### src/sv/usrc_pkg.sv
// Shared types and constants for the ultrasonic ranger controller.
// No dependencies; used by every file of the block by scoped names.
package usrc_pkg;

	localparam int TICK_W  = 8;
	localparam int CAP_W   = 16;
	localparam int DIST_W  = 11;
	localparam int OVF_W   = 2;
	localparam int CFG_W   = 8;

	localparam logic [TICK_W-1:0] DEFAULT_PERIOD = 8'd25;
	localparam logic [OVF_W-1:0]  OVF_LIMIT      = 2'd2;
	localparam logic [DIST_W-1:0] MAX_DISTANCE   = 11'd1129;

	// distance = span / 58 done as span * ceil(2^21 / 58) >> 21, exact for 16-bit spans
	localparam int ECHO_DIVISOR = 58;
	localparam int DIV_SHIFT    = 21;
	localparam int DIV_RECIP    = ((1 << DIV_SHIFT) + ECHO_DIVISOR - 1) / ECHO_DIVISOR;

	typedef enum logic [1:0] {
		OP_TICK     = 2'd0,
		OP_CAPTURE  = 2'd1,
		OP_OVERFLOW = 2'd2
	} opcode_t;

	typedef enum logic {
		CFG_ENABLED = 1'b0,
		CFG_PERIOD  = 1'b1
	} cfg_index_t;

endpackage

### src/sv/ultrasonic_ranger_controller.sv
// Ultrasonic ranger controller top level: input register, state update, result register.
// Depends on usrc_pkg and usrc_span_div.
//
// Each input word gives one result word. A word is taken into an input register,
// its tick, capture or overflow update and the distance division (one 16x16
// reciprocal multiply) run from that register, and the result lands in an output
// register: one word per cycle sustained while results are read. While a result
// waits unread the input register takes one more word and then holds. Configuration
// writes take effect at once and are meant for when no word is in flight.
module ultrasonic_ranger_controller (
	input  logic                          clk,
	input  logic                          arst_n,
	input  logic                          cfg_we,
	input  logic                          cfg_index,
	input  logic [usrc_pkg::CFG_W-1:0]    cfg_data,
	input  logic                          in_valid,
	output logic                          in_ready,
	input  logic [1:0]                    opcode,
	input  logic [usrc_pkg::CAP_W-1:0]    capture_value,
	input  logic                          echo_level,
	output logic                          out_valid,
	input  logic                          out_ready,
	output logic                          trigger_level,
	output logic [usrc_pkg::DIST_W-1:0]   distance_cm,
	output logic                          distance_updated
);

	logic                           enabled_q;
	logic [usrc_pkg::TICK_W-1:0]    period_q;

	logic                           valid_s1;
	usrc_pkg::opcode_t              op_s1;
	logic [usrc_pkg::CAP_W-1:0]     cap_s1;
	logic                           echo_s1;

	logic [usrc_pkg::TICK_W-1:0]    tick_count_q;
	logic                           trigger_q;
	logic [usrc_pkg::CAP_W-1:0]     prev_capture_q;
	logic [usrc_pkg::OVF_W-1:0]     ovf_count_q;
	logic                           echo_high_q;
	logic [usrc_pkg::DIST_W-1:0]    distance_q;

	logic                           out_valid_q;
	logic                           updated_q;

	logic                           advance;
	logic                           fire;
	logic [usrc_pkg::TICK_W-1:0]    cnt_inc;
	logic [usrc_pkg::DIST_W-1:0]    quotient;

	logic [usrc_pkg::TICK_W-1:0]    tick_count_d;
	logic                           trigger_d;
	logic [usrc_pkg::CAP_W-1:0]     prev_capture_d;
	logic [usrc_pkg::OVF_W-1:0]     ovf_count_d;
	logic                           echo_high_d;
	logic [usrc_pkg::DIST_W-1:0]    distance_d;
	logic                           updated_d;

	assign advance  = !out_valid_q || out_ready;
	assign in_ready = !valid_s1 || advance;
	assign fire     = valid_s1 && advance;

	always_ff @(posedge clk or negedge arst_n) begin
		if (!arst_n) begin
			enabled_q <= 1'b0;
			period_q  <= usrc_pkg::DEFAULT_PERIOD;
		end else if (cfg_we) begin
			case (usrc_pkg::cfg_index_t'(cfg_index))
				usrc_pkg::CFG_ENABLED: enabled_q <= cfg_data[0];
				usrc_pkg::CFG_PERIOD:  period_q  <= cfg_data;
				default:               enabled_q <= enabled_q;
			endcase
		end
	end

	always_ff @(posedge clk or negedge arst_n) begin
		if (!arst_n) begin
			valid_s1 <= 1'b0;
		end else if (in_valid && in_ready) begin
			valid_s1 <= 1'b1;
		end else if (advance) begin
			valid_s1 <= 1'b0;
		end
	end

	always_ff @(posedge clk) begin
		if (in_valid && in_ready) begin
			op_s1   <= usrc_pkg::opcode_t'(opcode);
			cap_s1  <= capture_value;
			echo_s1 <= echo_level;
		end
	end

	usrc_span_div u_span_div (
		.prev_capture (prev_capture_q),
		.capture      (cap_s1),
		.distance     (quotient)
	);

	assign cnt_inc = tick_count_q + usrc_pkg::TICK_W'(1);

	always_comb begin
		tick_count_d   = tick_count_q;
		trigger_d      = trigger_q;
		prev_capture_d = prev_capture_q;
		ovf_count_d    = ovf_count_q;
		echo_high_d    = echo_high_q;
		distance_d     = distance_q;
		updated_d      = 1'b0;
		case (op_s1)
			usrc_pkg::OP_TICK: begin
				if (enabled_q) begin
					tick_count_d = cnt_inc;
					if (cnt_inc == usrc_pkg::TICK_W'(1)) begin
						trigger_d = 1'b0;
					end
					if (cnt_inc >= period_q) begin
						tick_count_d = '0;
						if (!echo_s1) begin
							trigger_d = 1'b1;
						end
					end
				end
			end
			usrc_pkg::OP_CAPTURE: begin
				if (!echo_s1) begin
					if (echo_high_q && ovf_count_q < usrc_pkg::OVF_LIMIT) begin
						distance_d = quotient;
						updated_d  = 1'b1;
					end
					echo_high_d = 1'b0;
				end else begin
					echo_high_d = 1'b1;
				end
				prev_capture_d = cap_s1;
				ovf_count_d    = '0;
			end
			usrc_pkg::OP_OVERFLOW: begin
				if (ovf_count_q < usrc_pkg::OVF_LIMIT) begin
					ovf_count_d = ovf_count_q + usrc_pkg::OVF_W'(1);
				end
			end
			default: begin
				updated_d = 1'b0;
			end
		endcase
	end

	always_ff @(posedge clk or negedge arst_n) begin
		if (!arst_n) begin
			tick_count_q   <= '0;
			trigger_q      <= 1'b0;
			prev_capture_q <= '0;
			ovf_count_q    <= '0;
			echo_high_q    <= 1'b0;
			distance_q     <= '0;
			out_valid_q    <= 1'b0;
			updated_q      <= 1'b0;
		end else if (fire) begin
			tick_count_q   <= tick_count_d;
			trigger_q      <= trigger_d;
			prev_capture_q <= prev_capture_d;
			ovf_count_q    <= ovf_count_d;
			echo_high_q    <= echo_high_d;
			distance_q     <= distance_d;
			out_valid_q    <= 1'b1;
			updated_q      <= updated_d;
		end else if (out_ready) begin
			out_valid_q    <= 1'b0;
		end
	end

	assign out_valid        = out_valid_q;
	assign trigger_level    = trigger_q;
	assign distance_cm      = distance_q;
	assign distance_updated = updated_q;

endmodule

### src/sv/usrc_span_div.sv
// Echo span to distance: (previous - capture) mod 2^16, divided by 58.
// Depends on usrc_pkg for widths and the reciprocal constant.
module usrc_span_div (
	input  logic [usrc_pkg::CAP_W-1:0]  prev_capture,
	input  logic [usrc_pkg::CAP_W-1:0]  capture,
	output logic [usrc_pkg::DIST_W-1:0] distance
);

	localparam logic [usrc_pkg::CAP_W-1:0] Recip = usrc_pkg::CAP_W'(usrc_pkg::DIV_RECIP);

	logic [usrc_pkg::CAP_W-1:0]   span;
	logic [2*usrc_pkg::CAP_W-1:0] product;

	assign span     = prev_capture - capture;
	assign product  = {{usrc_pkg::CAP_W{1'b0}}, span} * {{usrc_pkg::CAP_W{1'b0}}, Recip};
	assign distance = product[usrc_pkg::DIV_SHIFT +: usrc_pkg::DIST_W];

endmodule

### config.mk
export PLATFORM = sky130hd
export DESIGN_NAME = ultrasonic_ranger_controller
export DESIGN_NICKNAME = d
export VERILOG_FILES = /design/src/sv/usrc_pkg.sv /design/src/sv/ultrasonic_ranger_controller.sv /design/src/sv/usrc_span_div.sv
export SDC_FILE = /design/constraint.sdc
export NUM_CORES = 1
export LEC_CHECK = 0
export BUFFER_PORTS_ARGS = -buffer_cell sky130_fd_sc_hd__buf_4
export CORE_ASPECT_RATIO = 0.6
export CORE_MARGIN = 1.5
export CORE_UTILIZATION = 40
export DETAILED_ROUTE_END_ITERATION = 8
export GPL_ROUTABILITY_DRIVEN = 1
export PLACE_DENSITY_LB_ADDON = 0.1
export SLEW_MARGIN = 20
export SYNTH_ARGS = -nofsm -noshare
export SYNTH_HDL_FRONTEND = slang
export SYNTH_SLANG_ARGS = --single-unit
### constraint.sdc
create_clock -name clk -period 8.9 [get_ports clk]
set_clock_uncertainty 0.1 [all_clocks]
set_input_delay 2.67 -clock clk [delete_from_list [all_inputs] [get_ports clk]]
set_output_delay 2.67 -clock clk [all_outputs]
set_load 0.05 [all_outputs]
After elaboration in Yosys (flattened, before gate mapping). Index checks and enable logic that the tools add are counted.

Reductions and logical operators: 17. Bitwise operators: 2. Eq/ne operators: 4. Add/sub/neg operators: 3. Magnitude comparators: 2. Shift-type cells: 0. Div/mod/pow operators: 0. Multiply operators: 1. Mux-type cells: 14.

Operators with widths (count): $mul A16 B15 Y31 const B (1); $sub A16 B16 Y16 (1); $mux W1 (11); $add A8 B1 Y8 const B (1); $eq A8 B1 Y1 const B (1); $ge A8 B8 Y1 (1); $mux W8 (1); $reduce_and A2 Y1 (3); $reduce_and A3 Y1 (2); $reduce_bool A2 Y1 (3); $pmux W2 S2 (1); $reduce_and A4 Y1 (1); $logic_and A1 B1 Y1 (3); $add A2 B1 Y2 const B (1); $eq A2 B1 Y1 const B (1); $eq A2 B2 Y1 const B (1); $logic_not A1 Y1 (2); $logic_not A2 Y1 (1); $logic_or A1 B1 Y1 (2); $lt A2 B2 Y1 const B (1); $mux W2 (1); $ne A2 B2 Y1 const B (1); $not A1 Y1 (2).

Bits in latches: 0. Output and inout bits: 15. Word-level logic and storage cells: 57. ROM bits: 0. Memories kept: 0. Bits in registers: 70. Memory bits (writable): 0. Input bits: 33.

Logic depth before layout (Yosys ltp). Gate-level depths: netlist of run 1.

Depth after elaboration: 5. Depth in mapped cells: 30.

Hierarchy. Synthesis of run 1 repeated with hierarchy kept, for this count alone.

Cell total of the unflattened synthesis: 765. Area total of the unflattened synthesis: 8000.2 sq um.

By module, submodules not included: usrc_span_div (area an instance 5026.1 sq um, times used 1, cells an instance 554); ultrasonic_ranger_controller (area an instance 2974.1 sq um, times used 1, cells an instance 211).

Least setup slack after synthesis of run 1. Ideal clock, no wire load.

Path kind: reg-to-reg. Start point: reg cap_s1[0] in the netlist's numbering. End point: reg distance_q, in the netlist distance_cm[10]. Cell stages (with the launch flop): 28. Period minus slack after synthesis: 7.194 ns. Arrival time: 6.960 ns. Buffers on the path: 0. Path slack: 1.706 ns. Cell sequence: edfxtp_1 -> ha_1 -> fa_1 -> nor2b_1 -> o21ai_0 -> a21boi_1 -> o21ai_1 -> a211oi_1 -> mux2i_1 -> or2_1 -> fa_1 -> inv_1 -> fa_1 -> inv_1 -> fa_1 -> fa_1 -> fa_1 -> inv_1 -> fa_1 -> inv_1 -> ha_1 -> a21oi_1 -> o2111ai_2 -> a211oi_2 -> o41ai_4 -> o211ai_1 -> mux2i_1 -> o311ai_1.

Cells in the longest elaborated chain, start to end: 2.

Ends and longest elaborated chain: start, declared (line ultrasonic_ranger_controller.sv:33) `logic [usrc_pkg::CAP_W-1:0] cap_s1;`; start signal, assigned (line ultrasonic_ranger_controller.sv:89) `cap_s1 <= capture_value;`; $sub A16 B16 Y16 (line usrc_span_div.sv:14) `assign span = prev_capture - capture;`; $mul A16 B15 Y31 (line usrc_span_div.sv:15) `assign product = {{usrc_pkg::CAP_W{1'b0}}, span} * {{usrc_pkg::CAP_W{1'b0}}, Recip};`; end signal, assigned (line ultrasonic_ranger_controller.sv:165) `distance_q <= distance_d;`; end, declared (line ultrasonic_ranger_controller.sv:41) `logic [usrc_pkg::DIST_W-1:0] distance_q;`.

No other way between the ends. A chain may end at the register's enable or synchronous reset.

Worst setup path in the final report of run 1. Same ends and word-level chain as after synthesis.

==> results.txt, run 1 <==
most common cell after layout, fill and taps aside = inv_1
share of the synthesized area in the top cell type = 21.3%
clock sink count = 70
total CTS buffers = 9
placed instance count = 1,153
post_cts resized = 0
vias per cell = 4.79
Ant. Diodes = 0
area of the mapped netlist = 8180 um^2
die width = 188 um
CTS Hold Bufs = 0
largest net degree at the start of global routing = 52
sequential share of the synthesized area = 22.6%
Die Footprint = 21,300 um^2
DP HPWL = 15.2 mm
H-tree depth = 3
# Post-CTS Setup Buffers = 0
Worst setup EP type = register
syn_nets = 1,092
most frequent cells in the layout = inv_1, ha_1, fa_1, nand2_1, buf_4
initial antenna violation count = 0
synthesis-to-layout area growth = 12.0%
first-pass GRT wire length = 29.3 mm
Tmin final = 7.69 ns
fraction of layout instances using a drive strength above 1 = 10.8%
max_slew headroom = 36.7%
Layout Nets = 1,146
wire per inst = 15.1 um
Synth Instances = 837
status = completed
Ys Warns = 0
core area = 20,000 um^2
RSZ-0062 raised after global routing = no
fmax = 130 MHz
Final period util = 86.4%
Final Slew Violations = 0
initial core utilization = 40.9%
vias in the first global route = 5,397
WS Path Type = reg2reg
fin util = 45.8%
I/O pins = 48
DRC Markers = 0
Filler cells = 1,960
height of the die = 114 um
worst-margin pin slew = 0.950 ns
Vias = 5,602
Avg Inst Size Synth = 9.77 um^2
Top FF cell, synth = dfrtp_1
max-cap violations = 0
crit path DAT = 7.78 ns
CTS tree = built
area leader, netlist = ha_1
Final setup viols = 0
Netlist cell types = 68
first-pass iteration count of the detailed router = 5
clk_lat worst skew = 0.34 ns
Critical Path Source Type = register
clock-pin slew on the worst setup and hold paths = 0.06 ns
final hold viol count = 0
Root Buffer = clkbuf_16
top cells by area, synth = ha_1, fa_1, dfrtp_1
#FFs+latches synth = 70
GRT Resource Usage Total = 17.7%
IO Port Bufs = 47
GRT overflow = 0
Non-Filler Instances = 1,169
DR iter-0 viols = 282
Post-synth EDFFs = 19
GPL Wtd Cong = 0.821
FP Rows = 40
CP max FO = 6
Max clock buf depth = 2
drt total wl = 17.7 mm
Data required, critical path = 8.99 ns
HP Class = reg2reg
ys async rst share = 72.9%
post-route ant nets = 0
setup_tns = 0 ns
## cell type report
type | count | area [um^2] | area share, %
Timing Repair Buffer | 50 | 375 | 4.10
Clock inverter | 6 | 71.3 | 0.778
Clock buffer | 10 | 229 | 2.50
Sequential cell | 70 | 1850 | 20.2
Tap cell | 273 | 342 | 3.73
Multi-Input combinational cell | 564 | 5560 | 60.7
Inverter | 196 | 736 | 8.03
## stage by stage
step           hold slack, ns  area, um^2  setup slack, ns
4_1_cts                 0.385        9160             1.14
3_3_place_gp            0.365        8860             1.27
3_5_place_dp            0.370        8860             1.15
5_1_grt                 0.403        9160            0.743
6_report                0.377        9160             1.21
2_1_floorplan           0.354        8180             1.71
## synth_stat cells, types with 3 or more instances
master	number
a211oi_1	4
a21o_1	5
a21oi_1	33
a21oi_2	4
and2_1	5
and3_1	8
clkbuf_1	5
dfrtp_1	48
dfstp_2	3
edfxtp_1	19
fa_1	83
ha_1	139
inv_1	195
mux2_2	12
mux2i_1	3
nand2_1	54
nand2b_1	8
nand3_1	19
nand4_1	4
nor2_1	30
nor2b_1	5
nor3_1	13
o2111ai_1	3
o211ai_1	5
o21a_1	8
o21ai_0	40
o21bai_1	3
o31ai_1	5
or3_1	4
xnor2_1	16
xor2_1	11
## path summary, 6_finish.rpt
path / depth (start not counted) / to / start / slack [ns]
max: 27 / distance_cm[10] / cap_s1[0] / 1.21
min: 2 / distance_cm[2] / distance_cm[2] / 0.38
max reg2reg: 27 / distance_cm[10] / cap_s1[0] / 1.21
min reg2reg: 2 / distance_cm[2] / distance_cm[2] / 0.38
max in group asynchronous: 1 / distance_cm[0] / arst_n / 5.97
min in group asynchronous: 1 / distance_updated / arst_n / 2.26
## registers in the layout (all words and copies together), names as in the netlist
register / flops
valid_s1: 1
distance_updated: 1
enabled_q: 1
cap_s1: 16
echo_s1: 1
trigger_level: 1
echo_high_q: 1
op_s1: 2
period_q: 8
prev_capture_q: 16
ovf_count_q: 2
distance_cm: 11
out_valid: 1
tick_count_q: 8
## critical path, cell delays in order, from the launching register on
cell	delay, ns
edfxtp_1	0.38
ha_1	0.24
fa_1	0.41
nor2b_1	0.12
o21ai_0	0.10
a21boi_1	0.25
o21ai_1	0.17
a211oi_1	0.30
mux2i_1	0.13
or2_1	0.39
fa_1	0.56
inv_1	0.05
fa_1	0.47
inv_1	0.06
fa_1	0.52
fa_1	0.44
fa_1	0.55
inv_1	0.05
fa_1	0.53
inv_1	0.04
ha_1	0.29
a21oi_1	0.18
o2111ai_2	0.16
a211oi_2	0.36
o41ai_4	0.15
o211ai_1	0.23
mux2i_1	0.20
o311ai_1	0.11
## per-layer routing
metal | global-route usage [%] | up-vias | share of wire (%)
li1 | - | 2885 | -
met1 | 30.7 | 2609 | 62
met2 | 20.7 | 101 | 33
met3 | 4.65 | 7 | 5.1
met4 | 3.04 | 0 | 0.52
met5 | 0 | - | 0
## cells by family (layout without fill, tap and decap cells)
| kind of cell | count (synthesis) | count (layout) | share of synthesized area, % |
|---|---|---|---|
| simple gates | 163 | 163 | 10.0 |
| xor+xnor | 29 | 29 | 3.29 |
| flops | 70 | 70 | 22.6 |
| buf+inv | 203 | 262 | 9.42 |
| fa+ha+maj | 222 | 222 | 41.6 |
| compound gates | 135 | 135 | 11.0 |
| mux | 15 | 15 | 2.02 |
Power of run 1 is not shown: default switching activity piles up to over one toggle a cycle in this logic, so the estimate is an artifact.
==> run 2: changes to the inputs <==
--- a/config.mk
+++ b/config.mk
@@ -5,13 +5,13 @@
 export SDC_FILE = /design/constraint.sdc
 export NUM_CORES = 1
 export LEC_CHECK = 0
-export BUFFER_PORTS_ARGS = -buffer_cell sky130_fd_sc_hd__buf_4
 export CORE_ASPECT_RATIO = 0.6
 export CORE_MARGIN = 1.5
 export CORE_UTILIZATION = 40
 export DETAILED_ROUTE_END_ITERATION = 8
+export DONT_BUFFER_PORTS = 1
 export GPL_ROUTABILITY_DRIVEN = 1
-export PLACE_DENSITY_LB_ADDON = 0.1
+export PLACE_DENSITY = 0.5
 export SLEW_MARGIN = 20
 export SYNTH_ARGS = -nofsm -noshare
 export SYNTH_HDL_FRONTEND = slang
==> run 2 against run 1 <==
  * Critical path depth stayed put
  * Final cell count shrank 4.0%
  * Die area is the same
  * Sequential cell count is the same
  * Sequential share of layout area is 0.82 points higher
  * Core utilization decreased by 1.8 points
  * First-iteration DRC count shrank 4.6%
  * Hold slack gained 0.0097 ns
  * Setup slack lost 0.082 ns
  * Clock-buffer cell count down 1
  * Global-route usage fell by 0.19 points
  * Fmax decreased by 1.1%
==> results.txt, run 2 (synthesized netlist as in run 1, its figures left out) <==
status = completed
Final Slew Violations = 0 (unchanged)
Max clock buf depth = 2 (unchanged)
initial core utilization = 40.9% (unchanged)
H-tree depth = 3 (unchanged)
IO Port Bufs = 0 (-100%)
HP Class = reg2reg
DRC Markers = 0 (unchanged)
Critical Path Source Type = register
WS Path Type = reg2reg
die width = 188 um (unchanged)
Layout Nets = 1,099 (-4.1%)
Vias = 5,436 (-3.0%)
Root Buffer = clkbuf_16
GRT Resource Usage Total = 17.5% (-0.19 points)
GRT overflow = 0 (unchanged)
wire per inst = 15.5 um (+2.8%)
Final period util = 87.4% (+0.92 points)
GPL Wtd Cong = 0.859 (+4.6%)
setup ws final = 1.13 ns (-0.0817 ns)
vias in the first global route = 5,473 (+1.4%)
Worst setup EP type = register
Worst path max stage delay = 0.56 ns (about the same)
first-pass GRT wire length = 28.9 mm (-1.2%)
DP HPWL = 15.2 mm (about the same)
most frequent cells in the layout = inv_1, ha_1, fa_1, nand2_1, dfrtp_1
Data required, critical path = 8.99 ns (about the same)
final hold viol count = 0 (unchanged)
met3 Use GR = 4.25% (-0.40 points)
Reg2Reg Setup Slack = 1.13 ns (-0.08 ns)
Slowest-stage cell, CP = fa_1
initial antenna violation count = 0 (unchanged)
Place WS = 1.09 ns (-0.0628 ns)
clk_lat worst skew = 0.35 ns (about the same)
grt met2 use = 21.5% (+0.84 points)
FP Rows = 40 (unchanged)
setup_tns = 0 ns (unchanged)
CP max FO = 6 (unchanged)
DR iter-0 viols = 269 (-4.6%)
max-cap violations = 0 (unchanged)
drt total wl = 17.4 mm (-1.3%)
# Post-CTS Setup Buffers = 0 (unchanged)
RSZ-0062 raised after global routing = no
family with the most delay on the worst path = adder cells
clock-pin slew on the worst setup and hold paths = 0.06 ns (about the same)
first-pass iteration count of the detailed router = 4 (-1)
CTS Hold Bufs = 0 (unchanged)
crit path DAT = 7.86 ns (+0.08 ns)
max_slew headroom = 39.5% (+2.8 points)
met1 usage = 29.5% (-1.2 points)
Final setup viols = 0 (unchanged)
vias per cell = 4.84 (+1.1%)
post-route ant nets = 0 (unchanged)
worst-margin pin slew = 0.908 ns (-0.0423 ns)
core area = 20,000 um^2 (unchanged)
fmax = 129 MHz (-1.1%)
CTS tree = built
Ant. Diodes = 0 (unchanged)
Die Footprint = 21,300 um^2 (unchanged)
Filler cells = 1,944 (-0.82%)
crit-path most repeated cell = fa_1
total CTS buffers = 9 (unchanged)
synthesis-to-layout area growth = 7.65%
grt peak-use layer = met1
clock sink count = 70 (unchanged)
height of the die = 114 um (unchanged)
most common cell after layout, fill and taps aside = inv_1
fraction of layout instances using a drive strength above 1 = 5.89% (-4.9 points)
I/O pins = 48 (unchanged)
largest net degree at the start of global routing = 52 (unchanged)
post_cts resized = 0 (unchanged)
Tmin final = 7.77 ns (+0.0818 ns)
CP Buf/Inv Count = 4 (unchanged)
-- run 2: cell count changes in the layout (fill, tap and decap cells not counted), sizes merged --
cell	delta
buf	-47
clkbuf	-1
clkinv	+1
-- run 2: routing by layer --
metal	vias up	part of all wire, %
met5	-	0
met4	0	0.85
met3	14	4.6
met2	84	35
met1	2556	59
li1	2782	-
-- run 2: through the flow --
step           hold slack (ns)  cell area, um^2  instances  utilization, %
2_1_floorplan            0.354             8180        837               -
3_3_place_gp             0.368             8510       1106            42.5
3_5_place_dp             0.375             8510       1106            42.5
4_1_cts                  0.388             8810       1122            44.0
5_1_grt                  0.414             8810       1122            44.0
6_report                 0.387             8810       1122            44.0
-- run 2: worst min-delay path: cells and delay by family, from the launching register on --
family,cells,cell delay [ns]
AND/OR/NAND/NOR,1,0.05
AO/OA/AOI/OAI,1,0.06
flip-flops,1,0.34
-- run 2: worst paths after layout --
path                                        start                 to  cells after the start
worst max-delay path                    cap_s1[0]    distance_cm[10]                     27
worst min-delay path            prev_capture_q[3]  prev_capture_q[3]                      2
worst max register to register          cap_s1[0]    distance_cm[10]                     27
worst min register to register  prev_capture_q[3]  prev_capture_q[3]                      2
max in group asynchronous                  arst_n        period_q[4]                      0
min in group asynchronous                  arst_n  prev_capture_q[6]                      0
-- run 2: layout make-up --
class                   instances  area, um^2  area share [%]
well taps                     273         342            3.88
flip-flops and latches         70        1850            21.0
inverters                     196         736            8.35
multi-input cells             564        5560            63.1
clock buffers                   9         225            2.56
clock inverters                 7        71.3           0.810
repair buffers                  3        22.5           0.256
Power of run 2 is left out for the same reason.
